$ cat src/sv/lru_pr_pkg.sv
// Shared constants and types for the LRU page replacement block.
`default_nettype none

package lru_pr_pkg;

    localparam int FRAMES_DEF    = 8;
    localparam int PAGE_BITS_DEF = 16;

    localparam int CFG_W   = 4;
    localparam int STAMP_W = 32;
    localparam int FAULT_W = 32;
    localparam int SLOT_W  = 3;

    localparam logic [CFG_W-1:0]   CFG_RESET = 4'd8;
    localparam logic [STAMP_W-1:0] STAMP_MAX = '1;
    localparam logic [FAULT_W-1:0] FAULT_MAX = '1;

    localparam int RES_BITS = 1 + SLOT_W + 1 + FAULT_W;
    localparam int OUT_W    = ((RES_BITS + 7) / 8) * 8;

    typedef struct packed {
        logic               hit;
        logic [SLOT_W-1:0]  slot;
        logic               filled;
        logic [FAULT_W-1:0] fault;
    } t_result;

endpackage

`default_nettype wire

$ cat src/sv/lru_pr_frame_ram.sv
// Frame memory: resident page and last-use stamp per frame, one write and one read port.
`default_nettype none

module lru_pr_frame_ram #(
    parameter int DEPTH = lru_pr_pkg::FRAMES_DEF,
    parameter int WIDTH = lru_pr_pkg::PAGE_BITS_DEF + lru_pr_pkg::STAMP_W,
    parameter int AW    = (DEPTH > 1) ? $clog2(DEPTH) : 1
) (
    input  wire logic             i_clk,
    input  wire logic             i_we,
    input  wire logic [AW-1:0]    i_waddr,
    input  wire logic [WIDTH-1:0] i_wdata,
    input  wire logic             i_re,
    input  wire logic [AW-1:0]    i_raddr,
    output logic      [WIDTH-1:0] o_rdata
);

    logic [WIDTH-1:0] r_mem [DEPTH];

    always_ff @(posedge i_clk) begin
        if (i_we) begin
            r_mem[i_waddr] <= i_wdata;
        end
    end

    always_ff @(posedge i_clk) begin
        if (i_re) begin
            o_rdata <= r_mem[i_raddr];
        end
    end

endmodule

`default_nettype wire

$ cat src/sv/lru_pr_engine.sv
// Scan sequencer: reads every active frame, picks the slot, writes back and counts.
`default_nettype none

module lru_pr_engine #(
    parameter int FRAMES    = lru_pr_pkg::FRAMES_DEF,
    parameter int PAGE_BITS = lru_pr_pkg::PAGE_BITS_DEF,
    parameter int IDX_W     = (FRAMES > 1) ? $clog2(FRAMES) : 1,
    parameter int CNT_W     = $clog2(FRAMES + 1),
    parameter int WORD_W    = PAGE_BITS + lru_pr_pkg::STAMP_W
) (
    input  wire logic                  i_clk,
    input  wire logic                  i_rst_n,
    input  wire logic                  i_start,
    input  wire logic [PAGE_BITS-1:0]  i_page,
    input  wire logic [CNT_W-1:0]      i_active,
    input  wire logic                  i_out_free,
    output logic                       o_idle,
    output logic                       o_res_valid,
    output lru_pr_pkg::t_result        o_res,
    output logic                       o_re,
    output logic [IDX_W-1:0]           o_raddr,
    input  wire logic [WORD_W-1:0]     i_rdata,
    output logic                       o_we,
    output logic [IDX_W-1:0]           o_waddr,
    output logic [WORD_W-1:0]          o_wdata
);

    localparam logic [1:0] ST_IDLE   = 2'd0;
    localparam logic [1:0] ST_SCAN   = 2'd1;
    localparam logic [1:0] ST_UPDATE = 2'd2;

    localparam int STAMP_W = lru_pr_pkg::STAMP_W;

    logic [1:0]               r_state, n_state;
    logic [PAGE_BITS-1:0]     r_page;
    logic [CNT_W-1:0]         r_n;
    logic [CNT_W-1:0]         r_addr;
    logic                     r_eval;
    logic [IDX_W-1:0]         r_eval_idx;
    logic                     r_found;
    logic [IDX_W-1:0]         r_hit_idx;
    logic                     r_empty;
    logic [IDX_W-1:0]         r_empty_idx;
    logic [STAMP_W-1:0]       r_best;
    logic [IDX_W-1:0]         r_best_idx;
    logic [FRAMES-1:0]        r_valid;
    logic [STAMP_W-1:0]       r_use;
    logic [lru_pr_pkg::FAULT_W-1:0] r_fault;

    logic [PAGE_BITS-1:0]     rd_page;
    logic [STAMP_W-1:0]       rd_stamp;
    logic                     rd_valid;
    logic                     eval_last;
    logic [IDX_W-1:0]         slot;
    logic [STAMP_W-1:0]       n_use;
    logic [lru_pr_pkg::FAULT_W-1:0] n_fault;
    logic                     commit;

    assign rd_page   = i_rdata[WORD_W-1:STAMP_W];
    assign rd_stamp  = i_rdata[STAMP_W-1:0];
    assign rd_valid  = r_valid[r_eval_idx];
    assign eval_last = r_eval && (CNT_W'(r_eval_idx) == (r_n - CNT_W'(1)));

    assign o_idle  = (r_state == ST_IDLE);
    assign o_re    = (r_state == ST_SCAN) && (r_addr < r_n);
    assign o_raddr = r_addr[IDX_W-1:0];

    always_comb begin
        if (r_found) begin
            slot = r_hit_idx;
        end else if (r_empty) begin
            slot = r_empty_idx;
        end else begin
            slot = r_best_idx;
        end
    end

    assign n_use   = (r_use == lru_pr_pkg::STAMP_MAX) ? r_use : r_use + STAMP_W'(1);
    assign n_fault = (r_found || r_fault == lru_pr_pkg::FAULT_MAX) ? r_fault
                   : r_fault + lru_pr_pkg::FAULT_W'(1);
    assign commit  = (r_state == ST_UPDATE) && i_out_free;

    assign o_we    = commit;
    assign o_waddr = slot;
    assign o_wdata = {r_page, n_use};

    assign o_res_valid  = commit;
    assign o_res.hit    = r_found;
    assign o_res.slot   = lru_pr_pkg::SLOT_W'(slot);
    assign o_res.filled = !r_found && r_empty;
    assign o_res.fault  = n_fault;

    always_comb begin
        n_state = r_state;
        unique case (r_state)
            ST_IDLE: begin
                if (i_start) begin
                    n_state = ST_SCAN;
                end
            end
            ST_SCAN: begin
                if (eval_last) begin
                    n_state = ST_UPDATE;
                end
            end
            ST_UPDATE: begin
                if (i_out_free) begin
                    n_state = ST_IDLE;
                end
            end
            default: n_state = ST_IDLE;
        endcase
    end

    always_ff @(posedge i_clk) begin
        if (!i_rst_n) begin
            r_state <= ST_IDLE;
            r_eval  <= 1'b0;
            r_valid <= '0;
            r_use   <= '0;
            r_fault <= '0;
        end else begin
            r_state <= n_state;
            r_eval  <= o_re;
            if (commit) begin
                r_valid[slot] <= 1'b1;
                r_use         <= n_use;
                r_fault       <= n_fault;
            end
        end
    end

    always_ff @(posedge i_clk) begin
        if (o_idle && i_start) begin
            r_page  <= i_page;
            r_n     <= i_active;
            r_addr  <= '0;
            r_found <= 1'b0;
            r_empty <= 1'b0;
        end else begin
            if (o_re) begin
                r_addr <= r_addr + CNT_W'(1);
            end
            if (r_eval) begin
                if (rd_valid && rd_page == r_page && !r_found) begin
                    r_found   <= 1'b1;
                    r_hit_idx <= r_eval_idx;
                end
                if (!rd_valid && !r_empty) begin
                    r_empty     <= 1'b1;
                    r_empty_idx <= r_eval_idx;
                end
                if (r_eval_idx == '0 || rd_stamp < r_best) begin
                    r_best     <= rd_stamp;
                    r_best_idx <= r_eval_idx;
                end
            end
        end
        r_eval_idx <= o_raddr;
    end

endmodule

`default_nettype wire

$ cat src/sv/lru_page_replacement.sv
// Top level: configuration register, frame memory, scan engine and output register.
// A reference is taken only while the scan engine is idle; the scan and update states then run
// and the result enters the output register once it is free. The single read port of the frame
// memory is swept once per reference over the n active frames (1..FRAMES), one frame per cycle.
// Reset: synchronous, active low; frames empty, use and fault counters zero,
// frames_in_use = 8, output register empty. No memory clearing pass.
`default_nettype none

module lru_page_replacement #(
    parameter int FRAMES    = lru_pr_pkg::FRAMES_DEF,
    parameter int PAGE_BITS = lru_pr_pkg::PAGE_BITS_DEF,
    parameter int IN_W      = ((PAGE_BITS + 7) / 8) * 8
) (
    input  wire logic                          i_clk,
    input  wire logic                          i_rst_n,
    input  wire logic                          i_s_tvalid,
    output logic                               o_s_tready,
    input  wire logic [IN_W-1:0]               i_s_tdata,   // page_id
    output logic                               o_m_tvalid,
    input  wire logic                          i_m_tready,
    output logic [lru_pr_pkg::OUT_W-1:0]       o_m_tdata,   // hit, frame_slot, filled_empty, fault_total
    input  wire logic                          i_cfg_valid,
    output logic                               o_cfg_ready,
    input  wire logic [lru_pr_pkg::CFG_W-1:0]  i_cfg_data   // frames_in_use
);

    localparam int IDX_W  = (FRAMES > 1) ? $clog2(FRAMES) : 1;
    localparam int CNT_W  = $clog2(FRAMES + 1);
    localparam int WORD_W = PAGE_BITS + lru_pr_pkg::STAMP_W;
    localparam int PAD_W  = lru_pr_pkg::OUT_W - lru_pr_pkg::RES_BITS;

    logic [lru_pr_pkg::CFG_W-1:0] r_cfg;
    logic [CNT_W-1:0]             active;
    logic                         r_m_valid, n_m_valid;
    logic [lru_pr_pkg::OUT_W-1:0] r_m_tdata;
    logic                         eng_idle;
    logic                         out_free;
    logic                         res_valid;
    lru_pr_pkg::t_result          res;
    logic                         ram_re, ram_we;
    logic [IDX_W-1:0]             ram_raddr, ram_waddr;
    logic [WORD_W-1:0]            ram_rdata, ram_wdata;

    assign o_cfg_ready = 1'b1;

    always_ff @(posedge i_clk) begin
        if (!i_rst_n) begin
            r_cfg <= lru_pr_pkg::CFG_RESET;
        end else if (i_cfg_valid) begin
            r_cfg <= i_cfg_data;
        end
    end

    always_comb begin
        if (r_cfg == '0) begin
            active = CNT_W'(1);
        end else if (32'(r_cfg) > 32'(FRAMES)) begin
            active = CNT_W'(FRAMES);
        end else begin
            active = CNT_W'(r_cfg);
        end
    end

    assign o_s_tready = eng_idle;
    assign out_free   = !r_m_valid || i_m_tready;

    lru_pr_frame_ram #(
        .DEPTH (FRAMES),
        .WIDTH (WORD_W),
        .AW    (IDX_W)
    ) u_ram (
        .i_clk   (i_clk),
        .i_we    (ram_we),
        .i_waddr (ram_waddr),
        .i_wdata (ram_wdata),
        .i_re    (ram_re),
        .i_raddr (ram_raddr),
        .o_rdata (ram_rdata)
    );

    lru_pr_engine #(
        .FRAMES    (FRAMES),
        .PAGE_BITS (PAGE_BITS),
        .IDX_W     (IDX_W),
        .CNT_W     (CNT_W),
        .WORD_W    (WORD_W)
    ) u_engine (
        .i_clk       (i_clk),
        .i_rst_n     (i_rst_n),
        .i_start     (i_s_tvalid),
        .i_page      (i_s_tdata[PAGE_BITS-1:0]),
        .i_active    (active),
        .i_out_free  (out_free),
        .o_idle      (eng_idle),
        .o_res_valid (res_valid),
        .o_res       (res),
        .o_re        (ram_re),
        .o_raddr     (ram_raddr),
        .i_rdata     (ram_rdata),
        .o_we        (ram_we),
        .o_waddr     (ram_waddr),
        .o_wdata     (ram_wdata)
    );

    always_comb begin
        if (res_valid) begin
            n_m_valid = 1'b1;
        end else if (i_m_tready) begin
            n_m_valid = 1'b0;
        end else begin
            n_m_valid = r_m_valid;
        end
    end

    always_ff @(posedge i_clk) begin
        if (!i_rst_n) begin
            r_m_valid <= 1'b0;
        end else begin
            r_m_valid <= n_m_valid;
        end
    end

    always_ff @(posedge i_clk) begin
        if (res_valid) begin
            r_m_tdata <= {{PAD_W{1'b0}}, res.fault, res.filled, res.slot, res.hit};
        end
    end

    assign o_m_tvalid = r_m_valid;
    assign o_m_tdata  = r_m_tdata;

endmodule

`default_nettype wire

$ cat config.mk
export PLATFORM = sky130hd
export DESIGN_NAME = lru_page_replacement
export DESIGN_NICKNAME = d
export VERILOG_FILES = /design/src/sv/lru_pr_pkg.sv /design/src/sv/lru_pr_frame_ram.sv /design/src/sv/lru_pr_engine.sv /design/src/sv/lru_page_replacement.sv
export SDC_FILE = /design/constraint.sdc
export NUM_CORES = 1
export LEC_CHECK = 0
export ABC_CLOCK_PERIOD_IN_PS = 11150
export BUFFER_PORTS_ARGS = -buffer_cell sky130_fd_sc_hd__buf_2
export CORE_ASPECT_RATIO = 0.6
export CORE_MARGIN = 2
export CORE_UTILIZATION = 67
export CTS_BUF_LIST = sky130_fd_sc_hd__clkbuf_4 sky130_fd_sc_hd__clkbuf_8 sky130_fd_sc_hd__clkbuf_16
export CTS_CLUSTER_DIAMETER = 60
export DETAILED_ROUTE_END_ITERATION = 7
export PLACE_DENSITY = 0.85
export SLEW_MARGIN = 15
export SYNTH_ARGS = -nofsm -noshare
export SYNTH_HDL_FRONTEND = slang
export SYNTH_HIERARCHICAL = 1
export SYNTH_SLANG_ARGS = --single-unit
$ cat constraint.sdc
create_clock -name i_clk -period 11.15 [get_ports i_clk]
set_input_delay 0 -clock i_clk [delete_from_list [all_inputs] [get_ports i_clk]]
set_output_delay 0 -clock i_clk [all_outputs]
set_load 0.02 [all_outputs]
* After elaboration in Yosys (flattened, before gate mapping) *
Memory sizes are Yosys's and may differ from the RTL's. A register that Yosys moved wholly into a read port is not among the register bits.
Cells that the tools add are included.

cells by class
  add/sub/neg operators = 4
  $lt $le $gt $ge = 6
  equality and inequality tests = 9
  muxes and demuxes = 17
  bitwise operators = 2
  reduce and logical (&&, ||, !) cells = 27

operators by type and width
  operator                                                     number
  adder 32 x 1 -> 32 bit (second input constant)               2
  == test 32 bit (second input constant)                       2
  2-to-1 mux 32 bit                                            2
  less-than comparator 32 bit                                  1
  == test 16 bit                                               1
  AND reduction 3 bit                                          4
  logical AND 1 bit                                            9
  less-than comparator 3 x 4 -> 1 bit (second input constant)  2
  bitwise OR 8 bit                                             1
  2-to-1 mux 1 bit                                             6
  2-to-1 mux 2 bit                                             3
  2-to-1 mux 3 bit                                             2
  one-hot mux 2 bit (3 select lines)                           1
  adder 4 x 1 -> 4 bit (second input constant)                 1
  == test 3 x 4 -> 1 bit                                       1
  > comparator 4 bit (second input constant)                   1
  logical NOT 1 bit                                            4
  logical NOT 4 bit                                            1
  less-than comparator 4 bit                                   1
  2-to-1 mux 4 bit                                             1
  inequality test 2 x 1 -> 1 bit (second input constant)       2
  AND reduction 2 bit                                          2
  subtractor 4 x 1 -> 4 bit (second input constant)            1
  binary-select mux 1 bit (select 3 bit)                       1
  other kinds (11)                                             13

word-level totals
  register bits after elaboration = 187
  RAM bits = 384
  bits of input ports = 25
  output and inout port bits = 43
  memories kept = 1

memory list
  memory       words  bits a word  read ports  clocked after Yosys merged registers in  wr ports  line                    text
  u_ram.r_mem  8      48           1           1                                        1         lru_pr_frame_ram.sv:18  logic [WIDTH-1:0] r_mem [DEPTH];

* Depth between registers and ports, before layout *
  depth in word-level cells = 7
  depth in mapped cells = 9

* Modules after synthesis *
The synthesis kept the hierarchy.

by module, submodules not included
  module                instances  cells an instance  area an instance (um^2)  sequential area each (um^2)
  lru_pr_frame_ram      1          616                16100.4                  12972.4
  lru_pr_engine         1          864                8207.9                   3513.4
  lru_page_replacement  1          65                 1377.6                   1211.2

* Least setup slack after synthesis *
OpenSTA, ideal clock, no wires.

  path type = register to register
  from = reg r_m_valid (netlist: o_m_tvalid)
  to = mem u_ram/r_mem[0][0] in the netlist's numbering (enable)
  arrival time = 5760 ps
  required time = 10637 ps
  setup slack = 4878 ps
  stages on the path, launching flop included = 8
  buffers on the path = 2
  clock period less this slack = 6272 ps
  path through = dfxtp_1 nand2b_4 nand3b_1 inv_1 clkbuf_1 buf_4 nand2b_1 nor3_1

on the way
  word-level cells in the longest chain between the ends = 5

RTL lines
  what                                    line                         text
  start: declaration                      lru_page_replacement.sv:34   logic r_m_valid, n_m_valid;
  start signal: assignment                lru_page_replacement.sv:119  r_m_valid <= n_m_valid;
  logical NOT 1 bit                       lru_page_replacement.sv:65   assign out_free = !r_m_valid || i_m_tready;
  logical OR 1 bit                        lru_page_replacement.sv:65
  named net out_free                      lru_page_replacement.sv:37   logic out_free;
  logical AND 1 bit                       lru_pr_engine.sv:81          assign commit = (r_state == ST_UPDATE) && i_out_free;
  named net ram_we                        lru_page_replacement.sv:40   logic ram_re, ram_we;
  2-to-1 mux 1 bit                        lru_pr_frame_ram.sv:21       if (i_we) begin
  2-to-1 mux 1 bit (implied by the code)  lru_pr_frame_ram.sv:22       r_mem[i_waddr] <= i_wdata;
  end: declaration                        lru_pr_frame_ram.sv:18

The timed path passes the listed nets, and every way through them passes these cells.

* Final worst setup path *
  from = reg u_engine.r_state[0]
  to = mem u_ram/r_mem[4][20] in the netlist's numbering (enable)

on the way
  word-level cells in the longest chain between the ends = 4

RTL lines
  what                                    line                    text
  start: declaration                      lru_pr_engine.sv:34     logic [1:0] r_state, n_state;
  start signal: assignment                lru_pr_engine.sv:123    r_state <= n_state;
  == test 2 bit                           lru_pr_engine.sv:81
  logical AND 1 bit                       lru_pr_engine.sv:81
  2-to-1 mux 1 bit                        lru_pr_frame_ram.sv:21
  2-to-1 mux 1 bit (implied by the code)  lru_pr_frame_ram.sv:22

Every way passes these cells.

==> impl_metrics.env <==
export IMPL_overflow=0
export IMPL_power_density_mw_per_mm2=181
export IMPL_grt_pass1_wl_um=81400
export IMPL_firstDrtPassIters=6
export IMPL_critPathMaxFanout=50
export IMPL_worst_ep_arrival_time_ns=3.69
export IMPL_finalNonFillerCells=2190
export IMPL_synth_edf_count=530
export IMPL_synth_area_per_cell_um2=16.6
export IMPL_cp_cell_sequence="nand3b_1 -> inv_2 -> buf_4 -> nand2_1 -> nor3_2 -> buf_4"
export IMPL_synth_top_area_share_pct=62.0
export IMPL_synthToLayoutAreaGrowth_pct=10.7
export IMPL_clkLatencyLatePin_ns=0.59
export IMPL_syn_area_mm2=0.0257
export IMPL_ys_async_sr_fraction_pct=0
export IMPL_tns_ns=0
export IMPL_required_ns=11.35
export IMPL_gpl_final_weighted_congestion=0.840
export IMPL_synth_area_leaders="edfxtp_1 (62%), mux4_2 (8.3%), dfxtp_1 (6.9%)"
export IMPL_setup_viol=0
export IMPL_hold_viol=0
export IMPL_die_h_um=156
export IMPL_cts_clk_slew_worst_paths_ns=0.06
export IMPL_ys_ff_latch=619
export IMPL_synthFlopType="edfxtp_1"
export IMPL_wirelength_um=53100
export IMPL_drcViolationCount=0
export IMPL_post_dp_cell_area_mm2=0.0264
export IMPL_cts_root_buf="clkbuf_16"
export IMPL_die_area_mm2=0.0400
export IMPL_place_hpwl_um=30100
export IMPL_status="complete, no violations"
export IMPL_max_vdd_ir_drop_v=0.000175
export IMPL_worst_path_buf_inv=3
export IMPL_vias=13800
export IMPL_maxSlewViolCount=0
export IMPL_end_kind="flip-flop"
export IMPL_worstMarginPinSlew_ns=1.15
export IMPL_drive_gt1_share_pct=20.5
export IMPL_ys_warn_count=6
export IMPL_routed_via_density=6.32
export IMPL_total_leakage_power_uw=0.0102
export IMPL_drtIter0Drc=1660
export IMPL_antenna_found_initial=1
export IMPL_cpPeakStageDelay_ns=0.72
export IMPL_min_path_type="in2reg"
export IMPL_slowest_stage="buf_4"
export IMPL_cts_max_level=2
export IMPL_critical_path_class="reg2reg"
export IMPL_row_count=55
export IMPL_ctsLongestPathBuffers=3
export IMPL_ioPinCount=68
export IMPL_fin_skew_ns=0.0203
export IMPL_clock_sinks=619
export IMPL_ant_nets=0
export IMPL_maxSlewHeadroom_pct=22.7
export IMPL_grt_usage_pct=27.0
export IMPL_path_delay_family="buffers and inverters"
export IMPL_seq_area_frac_synth_pct=68.9
export IMPL_post_cts_buffers=0
export IMPL_fmax_mhz=286
export IMPL_hold_slack_ns=0.0546
export IMPL_ctsHoldBuffers=26
export IMPL_period_share_pct=31.3
export IMPL_path_common_cell="buf_4"
export IMPL_cts_buffers=53
export IMPL_start_util_pct=68.1
export IMPL_cp_depth=6
export IMPL_fin_area_mm2=0.0284
export IMPL_synthCells=1545
export IMPL_synth_top_cell_by_area="edfxtp_1"
export IMPL_ff2ff_path_depth=6
export IMPL_cts_tree="done"
export IMPL_grt_max_degree=85
export IMPL_rsz0062_at_grt="no"
export IMPL_grt_pass1_vias=13900
export IMPL_core_mm2=0.0377
export IMPL_cap_violations=0
export IMPL_fin_crit_ns=3.49
export IMPL_die_w_um=257
export IMPL_holdPathStages=3
export IMPL_cts_resized=0
export IMPL_wl_per_cell_um=24.2
export IMPL_io_buffers=63
export IMPL_yosys_cell_types_count=63
export IMPL_dp_cells=2063
export IMPL_nNetsFinal=1694
export IMPL_critPathLaunchType="flip-flop"
-- worst register-to-register path, cell delays in order, from the launching register on --
cell and delay, ns:
dfxtp_1 0.35, nand3b_1 0.54, inv_2 0.21, buf_4 0.56
nand2_1 0.42, nor3_2 0.28, buf_4 0.72
-- cell families (layout without fill, tap and decap cells) --
group	count (synthesis)	count (layout)	synth area share, %
flops	619	619	68.9
simple gates	399	399	8.37
mux	159	159	11.8
xor+xnor	132	132	4.50
buf+inv	121	250	2.53
compound gates	75	75	1.98
fa+ha+maj	38	38	1.85
other cells	2	5	0.0292
-- cell usage after synthesis, types with 3 or more instances --
master      n
mux2i_1    11
a21o_1     11
nand4_1    26
clkbuf_1   28
buf_12      5
and4_1      7
or4_1       3
edfxtp_1  530
ha_1       38
a21boi_0    8
mux4_1      3
nor2_1     58
dfxtp_1    89
o211ai_1    3
nor3_1     51
xnor2_1    51
buf_4      13
and2_1     56
inv_1      42
mux2_4     40
o21ai_0    14
and3_1     10
buf_6       4
a21oi_1    11
clkbuf_2    3
nor4_1     14
xor2_1     81
mux4_2     95
nor2b_1     7
o21a_1     11
nand2b_1   11
buf_2      26
nor3_2      3
or3_1      14
mux2_2     10
nand2_1    77
nand3_1    45
-- through the flow --
step / utilization (%) / worst slack, ns / power [µW]
after global routing: 75.4 / 7.50 / 5310
after CTS: 75.4 / 7.64 / 5170
after floorplan: - / 4.88 / 3190
final: 75.4 / 7.66 / 5140
after global placement: 70.0 / 7.81 / 3270
after detailed placement: 70.0 / 7.76 / 3300
-- routing by layer --
metal	global-route usage (%)	share of wire (%)	up-vias
li1	-	-	6045
met1	40.8	42	6987
met2	39.9	45	730
met3	7.42	12	85
met4	6.20	1.5	0
met5	0	0	-
-- registers in the layout, indices dropped and copies added, names as in the netlist, 2 cells and up --
register	count
u_engine/r_n	4
u_engine/r_best	32
u_engine/r_hit_idx	3
u_engine/r_valid	8
o_m_tdata	37
u_engine/r_empty_idx	3
r_cfg	4
u_engine/r_state	2
u_engine/r_fault	32
u_engine/r_addr	4
u_engine/r_page	16
u_engine/r_eval_idx	3
u_ram/o_rdata	48
u_engine/r_use	32
u_ram/r_mem	384
u_engine/r_best_idx	3
-- final timing paths --
kind,slack [ns],endpoint,start
worst max register to register,7.66,u_ram/r_mem[4][20],u_engine/r_state[0]
worst min register to register,0.45,u_engine/r_best[0],u_ram/o_rdata[0]
worst max-delay path,7.66,u_ram/r_mem[4][20],u_engine/r_state[0]
worst min-delay path,0.05,r_cfg[3],i_rst_n
-- cell usage in the layout (no fill, tap or decap), drive strengths merged, types with 10 or more instances in the layout --
cell,synthesis,routed
nor3,54,54
o21a,11,11
mux4,98,98
nand3,47,47
nand2b,12,12
a21oi,11,11
edfxtp,530,530
mux2i,11,11
nand2,77,77
nand4,26,26
buf,48,82
nor4,18,18
nor2,58,58
clkinv,0,25
xnor2,51,51
clkbuf,31,67
ha,38,38
and3,10,10
o21ai,16,16
and2,56,56
a21o,11,11
dfxtp,89,89
mux2,50,50
xor2,81,81
dlygate4sd3,0,26
inv,42,43
or3,14,14
-- power breakdown --
group	switching, µW	total [µW]	internal (µW)	leakage [µW]
registers	85.2	2680	2590	0.00578
logic	251	589	337	0.00351
clock network	807	1880	1070	0.000890
total	1140	5140	4000	0.0102
-- layout make-up --
class                           count  area (µm²)
Multi-Input combinational cell    807        7450
Sequential cell                   619       17700
Clock inverter                     33         305
Antenna cell                        1        2.50
Clock buffer                       67        1470
Inverter                           42         158
Fill cell                        2156        9270
Timing Repair Buffer              108         718
Tap cell                          513         642
No activity file was read; power rests on OpenSTA's default activity.
